$ cat src/hw/rtl/sptt_pkg.sv
// Shared constants, types and command codes for the sorted priority task table.
`default_nettype none

package sptt_pkg;

  localparam int DEPTH         = 16;
  localparam int PRIORITY_BITS = 8;
  localparam int ADDR_W        = $clog2(DEPTH);
  localparam int CNT_W         = $clog2(DEPTH + 1);
  localparam int MODE_W        = 2;
  localparam int ID_W          = 16;
  localparam int PRIO_IN_W     = 8;
  localparam int PRIO_OUT_W    = 8;
  localparam int REMOVED_W     = 5;

  typedef logic [ADDR_W-1:0]        addr_t;
  typedef logic [CNT_W-1:0]         cnt_t;
  typedef logic [ID_W-1:0]          id_t;
  typedef logic [PRIORITY_BITS-1:0] prio_t;
  typedef logic [PRIO_OUT_W-1:0]    prio_out_t;
  typedef logic [REMOVED_W-1:0]     removed_t;

  typedef enum logic [MODE_W-1:0] {
    MODE_INSERT       = 2'd0,
    MODE_LIST_ALL     = 2'd1,
    MODE_LIST_PENDING = 2'd2,
    MODE_PURGE        = 2'd3
  } mode_t;

  typedef struct packed {
    id_t   id;
    prio_t prio;
    logic  done;
  } entry_t;

  localparam int ENTRY_W = $bits(entry_t);

  typedef enum logic [2:0] {
    RD_ZERO,
    RD_IDX,
    RD_IDX_INC,
    RD_IDX_DEC,
    RD_IDX_DEC2
  } rd_src_t;

  typedef enum logic {WR_NEW, WR_RDATA} wr_src_t;
  typedef enum logic {WD_IDX, WD_WPTR} wr_dst_t;

  typedef enum logic [2:0] {
    IDX_HOLD,
    IDX_ZERO,
    IDX_COUNT,
    IDX_INC,
    IDX_DEC
  } idx_op_t;

  typedef enum logic [1:0] {CNT_HOLD, CNT_INC, CNT_WPTR} cnt_op_t;

  typedef enum logic [1:0] {
    OUT_INS_OK,
    OUT_INS_FULL,
    OUT_PURGE,
    OUT_LIST_END
  } out_kind_t;

  typedef struct packed {
    logic      latch_in;
    logic      rd_en;
    rd_src_t   rd_src;
    logic      wr_en;
    wr_src_t   wr_src;
    wr_dst_t   wr_dst;
    idx_op_t   idx_op;
    logic      wptr_clr;
    logic      wptr_inc;
    cnt_op_t   cnt_op;
    logic      held_load;
    logic      held_push;
    logic      held_clr;
    logic      out_load;
    out_kind_t out_kind;
  } cmd_t;

  typedef struct packed {
    mode_t mode;
    logic  cnt_zero;
    logic  cnt_full;
    logic  idx_last;
    logic  idx_one;
    logic  rd_ge;
    logic  rd_done;
    logic  held_valid;
    logic  out_free;
  } stat_t;

endpackage

`default_nettype wire

$ cat src/hw/rtl/sptt_in_if.sv
// Request channel of the task table: command and entry fields.
`default_nettype none

interface sptt_in_if;
  logic                           valid;
  logic                           ready;
  logic [sptt_pkg::MODE_W-1:0]    mode;
  logic [sptt_pkg::ID_W-1:0]      task_id;
  logic [sptt_pkg::PRIO_IN_W-1:0] priority_in;
  logic                           done_in;

  modport source (output valid, mode, task_id, priority_in, done_in, input ready);
  modport sink (input valid, mode, task_id, priority_in, done_in, output ready);
endinterface

`default_nettype wire

$ cat src/hw/rtl/sptt_out_if.sv
// Result channel of the task table: listed entries and command responses.
`default_nettype none

interface sptt_out_if;
  logic                            valid;
  logic                            ready;
  logic [sptt_pkg::ID_W-1:0]       entry_id;
  logic [sptt_pkg::PRIO_OUT_W-1:0] entry_priority;
  logic                            entry_done;
  logic                            entry_valid;
  logic                            status;
  logic [sptt_pkg::REMOVED_W-1:0]  removed_count;
  logic                            last;

  modport source (output valid, entry_id, entry_priority, entry_done, entry_valid, status,
                  removed_count, last, input ready);
  modport sink (input valid, entry_id, entry_priority, entry_done, entry_valid, status,
                removed_count, last, output ready);
endinterface

`default_nettype wire

$ cat src/hw/rtl/sptt_ram.sv
// Generic single write port, single registered read port RAM.
`default_nettype none

module sptt_ram #(
  parameter int WIDTH = 8,
  parameter int DEPTH = 16
) (
  input  wire logic                     clk,
  input  wire logic                     wr_en,
  input  wire logic [$clog2(DEPTH)-1:0] wr_addr,
  input  wire logic [WIDTH-1:0]         wr_data,
  input  wire logic                     rd_en,
  input  wire logic [$clog2(DEPTH)-1:0] rd_addr,
  output logic      [WIDTH-1:0]         rd_data
);

  logic [WIDTH-1:0] mem [DEPTH];

  always_ff @(posedge clk) begin
    if (wr_en) begin
      mem[wr_addr] <= wr_data;
    end
    if (rd_en) begin
      rd_data <= mem[rd_addr];
    end
  end

endmodule

`default_nettype wire

$ cat src/hw/rtl/sptt_datapath.sv
// Datapath: entry store, walk counters, held entry and the result register.
`default_nettype none

module sptt_datapath (
  input  wire logic                           clk,
  input  wire logic                           rst,
  input  wire sptt_pkg::cmd_t                 cmd,
  output sptt_pkg::stat_t                     stat,
  input  wire logic [sptt_pkg::MODE_W-1:0]    req_mode,
  input  wire logic [sptt_pkg::ID_W-1:0]      req_task_id,
  input  wire logic [sptt_pkg::PRIO_IN_W-1:0] req_priority_in,
  input  wire logic                           req_done_in,
  sptt_out_if.source                          rsp
);

  typedef struct packed {
    sptt_pkg::id_t      id;
    sptt_pkg::prio_out_t prio;
    logic               done;
    logic               entry_valid;
    logic               status;
    sptt_pkg::removed_t removed;
    logic               last;
  } rsp_t;

  sptt_pkg::entry_t new_entry;
  sptt_pkg::entry_t held;
  sptt_pkg::entry_t rdata;
  sptt_pkg::entry_t wr_data;
  sptt_pkg::mode_t  mode;
  sptt_pkg::cnt_t   idx;
  sptt_pkg::cnt_t   wptr;
  sptt_pkg::cnt_t   count;
  sptt_pkg::cnt_t   idx_inc;
  sptt_pkg::cnt_t   idx_dec;
  sptt_pkg::cnt_t   idx_dec2;
  sptt_pkg::addr_t  rd_addr;
  sptt_pkg::addr_t  wr_addr;
  logic             held_valid;
  logic             out_valid;
  logic [sptt_pkg::ENTRY_W-1:0] ram_rdata;
  rsp_t             out_reg;
  rsp_t             out_next;

  assign idx_inc  = idx + sptt_pkg::cnt_t'(1);
  assign idx_dec  = idx - sptt_pkg::cnt_t'(1);
  assign idx_dec2 = idx - sptt_pkg::cnt_t'(2);
  assign rdata    = ram_rdata;

  always_comb begin
    case (cmd.rd_src)
      sptt_pkg::RD_ZERO:     rd_addr = '0;
      sptt_pkg::RD_IDX:      rd_addr = idx[sptt_pkg::ADDR_W-1:0];
      sptt_pkg::RD_IDX_INC:  rd_addr = idx_inc[sptt_pkg::ADDR_W-1:0];
      sptt_pkg::RD_IDX_DEC:  rd_addr = idx_dec[sptt_pkg::ADDR_W-1:0];
      sptt_pkg::RD_IDX_DEC2: rd_addr = idx_dec2[sptt_pkg::ADDR_W-1:0];
      default:               rd_addr = '0;
    endcase
  end

  assign wr_addr = (cmd.wr_dst == sptt_pkg::WD_WPTR) ? wptr[sptt_pkg::ADDR_W-1:0]
                                                     : idx[sptt_pkg::ADDR_W-1:0];
  assign wr_data = (cmd.wr_src == sptt_pkg::WR_NEW) ? new_entry : rdata;

  sptt_ram #(
    .WIDTH (sptt_pkg::ENTRY_W),
    .DEPTH (sptt_pkg::DEPTH)
  ) u_store (
    .clk     (clk),
    .wr_en   (cmd.wr_en),
    .wr_addr (wr_addr),
    .wr_data (wr_data),
    .rd_en   (cmd.rd_en),
    .rd_addr (rd_addr),
    .rd_data (ram_rdata)
  );

  // Result payload: a held entry pushed ahead of a later one, or a closing response.
  always_comb begin
    out_next = '0;
    if (cmd.held_push) begin
      out_next.id          = held.id;
      out_next.prio        = sptt_pkg::prio_out_t'(held.prio);
      out_next.done        = held.done;
      out_next.entry_valid = 1'b1;
    end else begin
      out_next.last = 1'b1;
      case (cmd.out_kind)
        sptt_pkg::OUT_INS_OK:   out_next.status = 1'b0;
        sptt_pkg::OUT_INS_FULL: out_next.status = 1'b1;
        sptt_pkg::OUT_PURGE:    out_next.removed = sptt_pkg::removed_t'(count - wptr);
        sptt_pkg::OUT_LIST_END: begin
          if (held_valid) begin
            out_next.id          = held.id;
            out_next.prio        = sptt_pkg::prio_out_t'(held.prio);
            out_next.done        = held.done;
            out_next.entry_valid = 1'b1;
          end
        end
        default: out_next.status = 1'b0;
      endcase
    end
  end

  always_ff @(posedge clk) begin
    if (rst) begin
      count      <= '0;
      held_valid <= 1'b0;
      out_valid  <= 1'b0;
    end else begin
      case (cmd.cnt_op)
        sptt_pkg::CNT_INC:  count <= count + sptt_pkg::cnt_t'(1);
        sptt_pkg::CNT_WPTR: count <= wptr;
        default:            count <= count;
      endcase
      if (cmd.held_clr) begin
        held_valid <= 1'b0;
      end else if (cmd.held_load) begin
        held_valid <= 1'b1;
      end
      if (cmd.held_push || cmd.out_load) begin
        out_valid <= 1'b1;
      end else if (rsp.ready) begin
        out_valid <= 1'b0;
      end
    end
  end

  always_ff @(posedge clk) begin
    if (cmd.latch_in) begin
      mode           <= sptt_pkg::mode_t'(req_mode);
      new_entry.id   <= req_task_id;
      new_entry.prio <= sptt_pkg::prio_t'(req_priority_in);
      new_entry.done <= req_done_in;
    end
    case (cmd.idx_op)
      sptt_pkg::IDX_ZERO:  idx <= '0;
      sptt_pkg::IDX_COUNT: idx <= count;
      sptt_pkg::IDX_INC:   idx <= idx_inc;
      sptt_pkg::IDX_DEC:   idx <= idx_dec;
      default:             idx <= idx;
    endcase
    if (cmd.wptr_clr) begin
      wptr <= '0;
    end else if (cmd.wptr_inc) begin
      wptr <= wptr + sptt_pkg::cnt_t'(1);
    end
    if (cmd.held_load) begin
      held <= rdata;
    end
    if (cmd.held_push || cmd.out_load) begin
      out_reg <= out_next;
    end
  end

  assign stat.mode       = mode;
  assign stat.cnt_zero   = (count == '0);
  assign stat.cnt_full   = (count == sptt_pkg::cnt_t'(sptt_pkg::DEPTH));
  assign stat.idx_last   = (idx == count - sptt_pkg::cnt_t'(1));
  assign stat.idx_one    = (idx == sptt_pkg::cnt_t'(1));
  assign stat.rd_ge      = (rdata.prio >= new_entry.prio);
  assign stat.rd_done    = rdata.done;
  assign stat.held_valid = held_valid;
  assign stat.out_free   = !out_valid || rsp.ready;

  assign rsp.valid          = out_valid;
  assign rsp.entry_id       = out_reg.id;
  assign rsp.entry_priority = out_reg.prio;
  assign rsp.entry_done     = out_reg.done;
  assign rsp.entry_valid    = out_reg.entry_valid;
  assign rsp.status         = out_reg.status;
  assign rsp.removed_count  = out_reg.removed;
  assign rsp.last           = out_reg.last;

endmodule

`default_nettype wire

$ cat src/hw/rtl/sptt_ctrl.sv
// Controller: sequences insert, listing and purge walks over the entry store.
`default_nettype none

module sptt_ctrl (
  input  wire logic            clk,
  input  wire logic            rst,
  input  wire logic            req_valid,
  output logic                 req_ready,
  output sptt_pkg::cmd_t       cmd,
  input  wire sptt_pkg::stat_t stat
);

  typedef enum logic [2:0] {
    S_IDLE,
    S_DISPATCH,
    S_INS_RD,
    S_INS_WR,
    S_INS_LAST,
    S_PURGE_SCAN,
    S_LST_OUT,
    S_RESP
  } state_t;

  state_t              state;
  state_t              state_next;
  sptt_pkg::out_kind_t resp_kind;
  sptt_pkg::out_kind_t resp_kind_next;
  logic                show;

  assign req_ready = (state == S_IDLE);
  assign show      = (stat.mode == sptt_pkg::MODE_LIST_ALL) || !stat.rd_done;

  always_comb begin
    cmd            = '0;
    state_next     = state;
    resp_kind_next = resp_kind;
    case (state)
      S_IDLE: begin
        if (req_valid) begin
          cmd.latch_in = 1'b1;
          state_next   = S_DISPATCH;
        end
      end
      S_DISPATCH: begin
        case (stat.mode)
          sptt_pkg::MODE_INSERT: begin
            cmd.idx_op = sptt_pkg::IDX_COUNT;
            if (stat.cnt_full) begin
              resp_kind_next = sptt_pkg::OUT_INS_FULL;
              state_next     = S_RESP;
            end else if (stat.cnt_zero) begin
              state_next = S_INS_LAST;
            end else begin
              state_next = S_INS_RD;
            end
          end
          sptt_pkg::MODE_PURGE: begin
            cmd.idx_op     = sptt_pkg::IDX_ZERO;
            cmd.wptr_clr   = 1'b1;
            resp_kind_next = sptt_pkg::OUT_PURGE;
            if (stat.cnt_zero) begin
              state_next = S_RESP;
            end else begin
              cmd.rd_en  = 1'b1;
              cmd.rd_src = sptt_pkg::RD_ZERO;
              state_next = S_PURGE_SCAN;
            end
          end
          default: begin
            cmd.idx_op     = sptt_pkg::IDX_ZERO;
            resp_kind_next = sptt_pkg::OUT_LIST_END;
            if (stat.cnt_zero) begin
              state_next = S_RESP;
            end else begin
              cmd.rd_en  = 1'b1;
              cmd.rd_src = sptt_pkg::RD_ZERO;
              state_next = S_LST_OUT;
            end
          end
        endcase
      end
      S_INS_RD: begin
        cmd.rd_en  = 1'b1;
        cmd.rd_src = sptt_pkg::RD_IDX_DEC;
        state_next = S_INS_WR;
      end
      S_INS_WR: begin
        // Walk down from the top: shift each lower-priority entry up by one slot,
        // and drop the new entry in just above the first one that it must follow.
        cmd.wr_en  = 1'b1;
        cmd.wr_dst = sptt_pkg::WD_IDX;
        if (stat.rd_ge) begin
          cmd.wr_src     = sptt_pkg::WR_NEW;
          cmd.cnt_op     = sptt_pkg::CNT_INC;
          resp_kind_next = sptt_pkg::OUT_INS_OK;
          state_next     = S_RESP;
        end else begin
          cmd.wr_src = sptt_pkg::WR_RDATA;
          cmd.idx_op = sptt_pkg::IDX_DEC;
          if (stat.idx_one) begin
            state_next = S_INS_LAST;
          end else begin
            cmd.rd_en  = 1'b1;
            cmd.rd_src = sptt_pkg::RD_IDX_DEC2;
          end
        end
      end
      S_INS_LAST: begin
        cmd.wr_en      = 1'b1;
        cmd.wr_dst     = sptt_pkg::WD_IDX;
        cmd.wr_src     = sptt_pkg::WR_NEW;
        cmd.cnt_op     = sptt_pkg::CNT_INC;
        resp_kind_next = sptt_pkg::OUT_INS_OK;
        state_next     = S_RESP;
      end
      S_PURGE_SCAN: begin
        if (!stat.rd_done) begin
          cmd.wr_en    = 1'b1;
          cmd.wr_dst   = sptt_pkg::WD_WPTR;
          cmd.wr_src   = sptt_pkg::WR_RDATA;
          cmd.wptr_inc = 1'b1;
        end
        if (stat.idx_last) begin
          state_next = S_RESP;
        end else begin
          cmd.idx_op = sptt_pkg::IDX_INC;
          cmd.rd_en  = 1'b1;
          cmd.rd_src = sptt_pkg::RD_IDX_INC;
        end
      end
      S_LST_OUT: begin
        // Each shown entry is held back one step, so that the last one can be
        // marked once the walk reaches the end of the table.
        if (!(show && stat.held_valid && !stat.out_free)) begin
          if (show) begin
            cmd.held_load = 1'b1;
            cmd.held_push = stat.held_valid;
          end
          if (stat.idx_last) begin
            state_next = S_RESP;
          end else begin
            cmd.idx_op = sptt_pkg::IDX_INC;
            cmd.rd_en  = 1'b1;
            cmd.rd_src = sptt_pkg::RD_IDX_INC;
          end
        end
      end
      S_RESP: begin
        if (stat.out_free) begin
          cmd.out_load = 1'b1;
          cmd.out_kind = resp_kind;
          cmd.held_clr = 1'b1;
          if (resp_kind == sptt_pkg::OUT_PURGE) begin
            cmd.cnt_op = sptt_pkg::CNT_WPTR;
          end
          state_next = S_IDLE;
        end
      end
      default: state_next = S_IDLE;
    endcase
  end

  always_ff @(posedge clk) begin
    if (rst) begin
      state     <= S_IDLE;
      resp_kind <= sptt_pkg::OUT_INS_OK;
    end else begin
      state     <= state_next;
      resp_kind <= resp_kind_next;
    end
  end

endmodule

`default_nettype wire

$ cat src/hw/rtl/sorted_priority_task_table.sv
// Top level of the sorted priority task table: controller plus datapath.
//
// The req channel carries one command per beat: insert an entry (task_id,
// priority_in, done_in), list all entries, list pending entries, or purge
// completed ones. Entries are kept in descending priority; equal priorities
// keep their arrival order. The rsp channel returns the results: one beat for
// insert (status 1 if the table was full) and for purge (removed_count), and
// one beat per shown entry for a listing, or a single beat with entry_valid 0
// when nothing is shown. The final beat of every command has last set.
// One command is handled at a time; req ready is high only between commands.
// The controller walks the entry store one slot a cycle through its single
// registered read port, except while a listing waits on rsp ready.
// A new command may be accepted while the closing beat of the last one still
// waits in the output register. If rsp ready is held low, a listing stops in
// place and resumes without loss. Reset empties the table and clears the
// output valid; stored entries are not cleared, only the count is.
`default_nettype none

module sorted_priority_task_table (
  input wire logic  clk,
  input wire logic  rst,
  sptt_in_if.sink   req,
  sptt_out_if.source rsp
);

  sptt_pkg::cmd_t  cmd;
  sptt_pkg::stat_t stat;

  sptt_ctrl u_ctrl (
    .clk       (clk),
    .rst       (rst),
    .req_valid (req.valid),
    .req_ready (req.ready),
    .cmd       (cmd),
    .stat      (stat)
  );

  sptt_datapath u_datapath (
    .clk             (clk),
    .rst             (rst),
    .cmd             (cmd),
    .stat            (stat),
    .req_mode        (req.mode),
    .req_task_id     (req.task_id),
    .req_priority_in (req.priority_in),
    .req_done_in     (req.done_in),
    .rsp             (rsp)
  );

endmodule

`default_nettype wire

$ cat src/flat_wrapper.sv
// flat-port wrapper written by rule: the top's interface ports become plain ports
module sorted_priority_task_table_flat 
  (clk, rst, req_valid, req_mode, req_task_id, req_priority_in, req_done_in, req_ready, rsp_valid, rsp_entry_id, rsp_entry_priority, rsp_entry_done, rsp_entry_valid, rsp_status, rsp_removed_count, rsp_last, rsp_ready);
  sptt_in_if req_i ();
  sptt_out_if rsp_i ();
  input wire logic clk;
  input wire logic rst;
  input wire logic [$bits(req_i.valid)-1:0] req_valid;
  input wire logic [$bits(req_i.mode)-1:0] req_mode;
  input wire logic [$bits(req_i.task_id)-1:0] req_task_id;
  input wire logic [$bits(req_i.priority_in)-1:0] req_priority_in;
  input wire logic [$bits(req_i.done_in)-1:0] req_done_in;
  output wire logic [$bits(req_i.ready)-1:0] req_ready;
  output wire logic [$bits(rsp_i.valid)-1:0] rsp_valid;
  output wire logic [$bits(rsp_i.entry_id)-1:0] rsp_entry_id;
  output wire logic [$bits(rsp_i.entry_priority)-1:0] rsp_entry_priority;
  output wire logic [$bits(rsp_i.entry_done)-1:0] rsp_entry_done;
  output wire logic [$bits(rsp_i.entry_valid)-1:0] rsp_entry_valid;
  output wire logic [$bits(rsp_i.status)-1:0] rsp_status;
  output wire logic [$bits(rsp_i.removed_count)-1:0] rsp_removed_count;
  output wire logic [$bits(rsp_i.last)-1:0] rsp_last;
  input wire logic [$bits(rsp_i.ready)-1:0] rsp_ready;
  assign req_i.valid = req_valid;
  assign req_i.mode = req_mode;
  assign req_i.task_id = req_task_id;
  assign req_i.priority_in = req_priority_in;
  assign req_i.done_in = req_done_in;
  assign req_ready = req_i.ready;
  assign rsp_valid = rsp_i.valid;
  assign rsp_entry_id = rsp_i.entry_id;
  assign rsp_entry_priority = rsp_i.entry_priority;
  assign rsp_entry_done = rsp_i.entry_done;
  assign rsp_entry_valid = rsp_i.entry_valid;
  assign rsp_status = rsp_i.status;
  assign rsp_removed_count = rsp_i.removed_count;
  assign rsp_last = rsp_i.last;
  assign rsp_i.ready = rsp_ready;
  sorted_priority_task_table u_core (.clk(clk), .rst(rst), .req(req_i), .rsp(rsp_i));
endmodule
$ cat config.mk
export PLATFORM = sky130hd
export DESIGN_NAME = sorted_priority_task_table_flat
export DESIGN_NICKNAME = d
export VERILOG_FILES = /design/src/hw/rtl/sptt_pkg.sv /design/src/hw/rtl/sptt_in_if.sv /design/src/hw/rtl/sptt_out_if.sv /design/src/hw/rtl/sptt_ram.sv /design/src/hw/rtl/sptt_datapath.sv /design/src/hw/rtl/sptt_ctrl.sv /design/src/hw/rtl/sorted_priority_task_table.sv /design/src/flat_wrapper.sv
export SDC_FILE = /design/constraint.sdc
export NUM_CORES = 1
export LEC_CHECK = 0
export BUFFER_PORTS_ARGS = -buffer_cell sky130_fd_sc_hd__buf_2
export CORE_ASPECT_RATIO = 1.5
export CORE_MARGIN = 10
export CORE_UTILIZATION = 45
export CTS_CLUSTER_DIAMETER = 150
export DETAILED_ROUTE_END_ITERATION = 8
export REMOVE_ABC_BUFFERS = 1
export SLEW_MARGIN = 20
export SYNTH_ARGS = -nofsm -noshare
export SYNTH_HDL_FRONTEND = slang
export SYNTH_SLANG_ARGS = --single-unit
$ cat constraint.sdc
create_clock -name clk -period 5.94 [get_ports clk]
set_input_delay 1.782 -clock clk [delete_from_list [all_inputs] [get_ports clk]]
set_output_delay 1.782 -clock clk [all_outputs]
set_load 0.05 [all_outputs]
==> results of run 1 <==
-- Yosys cell counts, types with 4 or more instances --
cell	n	area (sq um)
nand2b_1	6	37.5
a21oi_1	14	70.1
xor2_1	11	96.3
nor3_1	13	65.1
clkbuf_1	29	109
nor2_1	50	188
buf_2	39	195
a221o_1	28	280
mux2_2	43	484
o21ai_0	22	110
ha_1	25	313
a22oi_1	4	30.0
nand3_1	8	40.0
buf_6	13	146
inv_1	24	90.1
mux2i_1	52	521
a31oi_1	59	369
o32ai_1	28	245
nand2_1	191	717
a211oi_1	77	578
dfxtp_1	17	340
and2_1	60	375
xnor2_1	8	70.1
and2_0	41	257
edfxtp_1	515	15500
and3_1	28	175
nor2b_1	6	37.5
-- worst register-to-register path, cell delays in order (launching register included) --
cell      delay (ns)
dfxtp_1         0.61
inv_1           0.17
ha_1            0.36
xor2_1          0.18
o211ai_2        0.13
a311oi_4        0.38
nor2_4          0.16
o22ai_4         0.42
buf_12          0.35
mux2i_1         0.30
mux2_2          0.18
o32ai_1         0.08
a221o_1         0.28
-- registers in the layout, summed over array words and instances, names as in the netlist, 3 cells and up --
name and cells:
u_core.u_datapath.rsp.entry_id 16, u_core.u_datapath.wptr 5, u_core.u_datapath.new_entry 25, u_core.u_ctrl.state 3, u_core.u_datapath.held 25, u_core.u_datapath.u_store.mem 400
u_core.u_datapath.count 5, u_core.u_datapath.idx 5, u_core.u_datapath.rsp.entry_priority 8, u_core.u_datapath.rsp.removed_count 5, u_core.u_datapath.u_store.rd_data 25
-- final timing paths --
path                                         start                               endpoint  slack [ns]  cells after the start
min          u_core.u_datapath.u_store.rd_data[21]             u_core.u_datapath.held[21]        0.46                      0
max reg2reg             u_core.u_datapath.count[0]  u_core.u_datapath.u_store.rd_data[20]        2.10                     12
max                                      rsp_ready  u_core.u_datapath.u_store.rd_data[20]        1.67                     11
min reg2reg  u_core.u_datapath.u_store.rd_data[21]             u_core.u_datapath.held[21]        0.46                      0
-- power by group through the flow --
stage | Clock [W] | Combinational (W) | Sequential, W
detailed placement | 0 | 0.00419 | 0.00524
global placement | 0 | 0.00412 | 0.00524
floorplan | 0 | 0.00306 | 0.00513
CTS | 0.00337 | 0.00420 | 0.00517
global route | 0.00351 | 0.00459 | 0.00520
finish | 0.00330 | 0.00418 | 0.00517
-- kinds of logic after synthesis --
| logic type | count (synthesis) | synth area share |
|---|---|---|
| AOI/OAI and AO/OA | 258 | 0.0888 |
| xor gates and xnor gates | 21 | 0.00908 |
| adders and majority gates | 26 | 0.0152 |
| buffers and inverters | 110 | 0.0260 |
| DFF | 532 | 0.721 |
| muxes | 95 | 0.0458 |
| and+or+nand+nor | 424 | 0.0938 |
-- layer usage --
metal | global-route usage | vias up | part of all wire
met4 | 0.0575 | 0 | 0.026
li1 | - | 5746 | -
met5 | 0 | - | 0
met3 | 0.0215 | 84 | 0.049
met2 | 0.310 | 364 | 0.51
met1 | 0.226 | 6328 | 0.42
-- metrics by stage --
stage / hold slack [ns] / util / setup TNS, ns
5_1_grt: 0.469 / 0.513 / 0
6_report: 0.464 / 0.513 / 0
4_1_cts: 0.466 / 0.513 / 0
2_1_floorplan: 0.420 / - / -60.34
3_5_place_dp: 0.452 / 0.477 / 0
3_3_place_gp: 0.454 / 0.477 / 0
-- area by class of cell --
| type | count | share of cell area |
|---|---|---|
| clock buffers | 61 | 0.0529 |
| well taps | 656 | 0.0331 |
| clock inverters | 33 | 0.0159 |
| multi-input cells | 824 | 0.230 |
| flip-flops and latches | 532 | 0.637 |
| repair buffers | 103 | 0.0276 |
| inverters | 25 | 0.00378 |
==> out/metrics.yaml, run 1 <==
syn_inst: 1466
stdcell_area_sq_um: 24800
core_sq_um: 48400
dp_hpwl_um: 29700
power_frac_seq: 0.409
drive_gt1_frac: 0.167
dieWidth_um: 200
grt_max_degree: 151
track_usage: 0.178
final-max-slew-violation-count: 0
vias_per_cell: 5.61
dp.cells: 2140
final_cells: 2234
ys_seq_elements: 532
min_path_type: "reg -> reg"
combinationalPowerShare: 0.331
crit_arrival_ns: 4.60
num_antenna_cells: 0
vias: 12500
intPower_w: 0.00834
max_freq_mhz: 234
clk_pin_slew_ns: 0.06
drtIter0Drc: 1010
post-route-min-period_ns: 4.27
rsz0062_at_grt: "no"
ys_seq_area_frac: 0.721
start_util: 0.452
firstDrtPassIters: 5
setup_viol: 0
max_cap_violations: 0
grt_pass1_wl_um: 78700
seqCellArea_sq_um: 15800
htreeDepth: 2
critPathSlowestCell: "nor2b_1"
die_area_sq_um: 58100
yosysWarnings: 0
hold_viol: 0
ant_nets: 0
clock-sinks: 532
power_w: 0.0126
portBuffers: 65
synthArstFlopShare: 0
drc: 0
dpl_cell_area_sq_um: 23100
p_clk_frac: 0.261
switchingPower_w: 0.00431
wl_per_cell_um: 23.8
fin_ws_ns: 1.67
synthDistinctLibCells: 62
period_share: 0.719
path_class: "in -> reg"
area_growth_pct: 13.3
fill_cells: 3998
startpoint_type: "input pin"
post_cts_buffers: 0
root_buffer: "clkbuf_16"
cp_cell_sequence: "buf_2, nor2b_1, a31oi_1, o21ai_1, nor2_4, o22ai_4, buf_12, mux2i_1, mux2_2, o32ai_1, a221o_1"
final_cell_mix: "515 x edfxtp_1, 190 x nand2_1, 77 x a211oi_1, 65 x buf_2, 59 x and2_1"
cp_top_family: "compound AO/OA/AOI/OAI gates"
dp_slack_ns: 1.09
netlist_area_sq_um: 21900
critPathCaptureType: "flop"
dieHeight_um: 290
overflow: 0
cts.repair.resized: 0
nets: 1594
rows: 99
clock_skew_ns: 0.0289
cts_buffers: 51
path_buf_inv: 2
mostFrequentLayoutCell: "edfxtp_1"
antenna_found_initial: 0
syn_avg_cell_area_sq_um: 14.9
tritoncts: "done"
power_density_nw_per_um2: 509
gp_congestion: 0.864
vdd_drop_max_mv: 0.339
critPathMaxStageDelay_ns: 0.45
leakagePower_nw: 8.55
drt-total-wl_um: 53100
worstPathRequired_ns: 6.27
status: "complete, no violations"
synth-main-ff-cell: "edfxtp_1"
swShare: 0.340
worst_pin_slew_ns: 1.13
synth_edf_count: 515
pin_count: 66
grt_pass1_vias: 12300
crit_fanout: 58
cts_buffer_depth: 3
multi_input_area_sq_um: 5710
clock_latency_ns: 0.59
cts_hold_buf: 0
relSlewSlack: 0.244
(Power assumes the default switching activity.)
==> run 2: changes to the inputs <==
Settings changed: ABC_AREA set to 1.
Clock period 5.94 ns to 3.6 ns, I/O delays scaled along.
==> run 2 against run 1 <==
First-iteration DRC count rose by 45%. Largest cell class unchanged. Worst hold slack got worse by 0.019 ns. Largest power group unchanged. Via count rose by 26%.
==> out/metrics.yaml, run 2 <==
clk_pin_slew_ns: 0.07  # about the same
path_buf_inv: 3  # +1
cp_cell_sequence: "inv_1, ha_1, inv_1, nand2_1, nand2_1, nand2_1, nand2_1, nand2_1, nand3_1, nor2_2, nand2_1, nand2_4, nand2_4, buf_12, nand2_1, nand2_1, nand2_1, nand3_1, nand3_1, nand2_1"
grt_max_degree: 105  # -30%
status: "complete, no violations"
ant_nets: 0  # unchanged
synth_top_area_cell: "edfxtp_1"
core_sq_um: 51400  # +6.2%
power_density_nw_per_um2: 707  # +39%
netlist_area_sq_um: 23300  # +6.3%
num_antenna_cells: 0  # unchanged
yosys-top-cells-area: "edfxtp_1 66%, nand3_1 10%, nand2_1 8.3%, inv_1 4.6%, buf_2 1.7%"
max_freq_mhz: 307
period_share: 0.904
critPathCaptureType: "flop"
cts_buffers: 51  # unchanged
synthDistinctLibCells: 35  # -44%
drtIter0Drc: 1461  # +45%
synth-main-ff-cell: "edfxtp_1"
overflow: 0  # unchanged
intPower_w: 0.0122  # +46%
antenna_found_initial: 0  # unchanged
max_flop_register: "u_core.u_datapath.u_store.mem"
cpMostUsedCell: "nand2_1"
yosysWarnings: 0  # unchanged
relSlewSlack: 0.525  # +0.280
wl_per_cell_um: 20.6  # -13%
hold-worst-slack_ns: 0.445  # -0.0189 ns
cts_hold_buf: 0  # unchanged
rsz0062_at_grt: "no"
dieWidth_um: 206  # +2.8%
switchingPower_w: 0.00654  # +52%
ys_seq_elements: 532  # unchanged
die_area_sq_um: 61500  # +5.8%
critPathMaxStageDelay_ns: 0.38  # -0.07 ns
power_frac_seq: 0.425  # +0.016
rows: 102  # +3.0%
cts_buffer_depth: 3  # unchanged
critPathSlowestCell: "edfxtp_1"
final-max-slew-violation-count: 0  # unchanged
drt-total-wl_um: 60500  # +14%
cp_top_family: "simple AND/OR/NAND/NOR gates"
top_layer: "met4"
syn_avg_cell_area_sq_um: 10.8  # -28%
post-route-min-period_ns: 3.25
mostFrequentLayoutCell: "edfxtp_1"
portBuffers: 65  # unchanged
largest_reg_flops: 400  # unchanged
vdd_drop_max_mv: 0.501  # +48%
worst_pin_slew_ns: 0.713  # -0.417 ns
final_cells: 2943  # +32%
worstPathRequired_ns: 3.93  # -2.34 ns
nets: 2285  # +43%
grt_pass1_wl_um: 91700  # +17%
startpoint_type: "flop"
cts.repair.resized: 0  # unchanged
setup_viol: 0  # unchanged
start_util: 0.453  # +0.000498
met3RoutedLength_um: 3670  # +42%
drc: 0  # unchanged
synth_common_cells: "515 x edfxtp_1, 515 x nand2_1, 473 x nand3_1, 287 x inv_1, 79 x nor2_1"
crit_arrival_ns: 3.59  # -1.01 ns
met2_wirelength_um: 30400  # +13%
clock-sinks: 532  # unchanged
pin_count: 66  # unchanged
syn_inst: 2150  # +47%
dp_hpwl_um: 34400  # +16%
tritoncts: "done"
swShare: 0.349  # +0.00902
root_buffer: "clkbuf_16"
grt_pass1_vias: 15400  # +25%
dieHeight_um: 299  # +2.9%
hold_viol: 0  # unchanged
ys_seq_area_frac: 0.678  # -0.0428
synthArstFlopShare: 0  # unchanged
clock_skew_ns: 0.0247  # -0.00420 ns
combinationalPowerShare: 0.306  # -0.025
post_cts_buffers: 0  # unchanged
path_class: "reg -> reg"
dp.cells: 2847  # +33%
crit_fanout: 54  # -6.9%
vias: 15800  # +26%
track_usage: 0.195  # +0.0171
final_cell_mix: "515 x edfxtp_1, 511 x nand2_1, 472 x nand3_1, 287 x inv_1, 65 x buf_2"
gp_congestion: 0.903  # +4.6%
synth_edf_count: 515  # unchanged
max_cap_violations: 0  # unchanged
min_path_type: "reg -> reg"
htreeDepth: 2  # unchanged
vias_per_cell: 5.36  # -4.5%
synth_top_cell_area_share: 0.664  # -0.0419
area_growth_pct: 13.6
clock_latency_ns: 0.58  # about the same
drive_gt1_frac: 0.117  # -0.0498
leakagePower_nw: 10.7  # +25%
firstDrtPassIters: 5  # unchanged
p_clk_frac: 0.269  # +0.008
wl_met1_um: 24300  # +9.3%
fill_cells: 4429  # +11%
## run 2: logic make-up (layout without fill, tap and decap cells)
kind of cell,Yosys count,in the layout,synth area share
mux,17,17,0.00822
buf+inv,408,525,0.0741
fa+ha+maj,26,26,0.0143
compound gates,68,68,0.0168
simple gates,1090,1090,0.205
xor+xnor,9,9,0.00338
flops,532,532,0.678
## run 2: power groups by stage
| stage | Clock, W | Combinational, W | Sequential (W) |
|---|---|---|---|
| detailed placement | 0 | 0.00568 | 0.00808 |
| finish | 0.00504 | 0.00573 | 0.00795 |
| global route | 0.00537 | 0.00636 | 0.00799 |
| CTS | 0.00514 | 0.00571 | 0.00795 |
| floorplan | 0 | 0.00381 | 0.00798 |
| global placement | 0 | 0.00557 | 0.00807 |
## run 2: area by class of cell
class / instances / area (sq um) / share of cell area
clock inverters: 27 / 184 / 0.00695
multi-input cells: 1210 / 5960 / 0.225
repair buffers: 137 / 1200 / 0.0455
clock buffers: 65 / 1350 / 0.0510
flip-flops and latches: 532 / 15800 / 0.597
well taps: 676 / 846 / 0.0320
inverters: 296 / 1110 / 0.0420
## run 2: path summary, 6_finish.rpt
check / startpoint / to / slack [ns] / depth (start not counted)
worst max register to register: u_core.u_datapath.u_store.rd_data[1] / u_core.u_datapath.u_store.rd_data[15] / 0.35 / 20
worst max-delay path: u_core.u_datapath.u_store.rd_data[1] / u_core.u_datapath.u_store.rd_data[15] / 0.35 / 20
worst min register to register: u_core.u_datapath.u_store.rd_data[10] / u_core.u_datapath.held[10] / 0.45 / 0
worst min-delay path: u_core.u_datapath.u_store.rd_data[10] / u_core.u_datapath.held[10] / 0.45 / 0
## run 2: per-stage QoR
stage               setup TNS (ns)  total power [W]   util  setup slack [ns]  instance area [sq um]
floorplan                  -157.97           0.0118      -             -6.33                  22700
global placement                 0           0.0136  0.484             0.283                  24900
detailed placement               0           0.0138  0.484             0.249                  24900
CTS                              0           0.0188  0.514             0.234                  26400
global route                     0           0.0197  0.515             0.132                  26500
finish                           0           0.0187  0.515             0.347                  26500
## run 2: layer usage
| metal | up-vias | GRT usage |
|---|---|---|
| met3 | 128 | 0.0227 |
| met5 | - | 0 |
| met2 | 531 | 0.334 |
| met4 | 0 | 0.0791 |
| li1 | 7416 | - |
| met1 | 7686 | 0.247 |
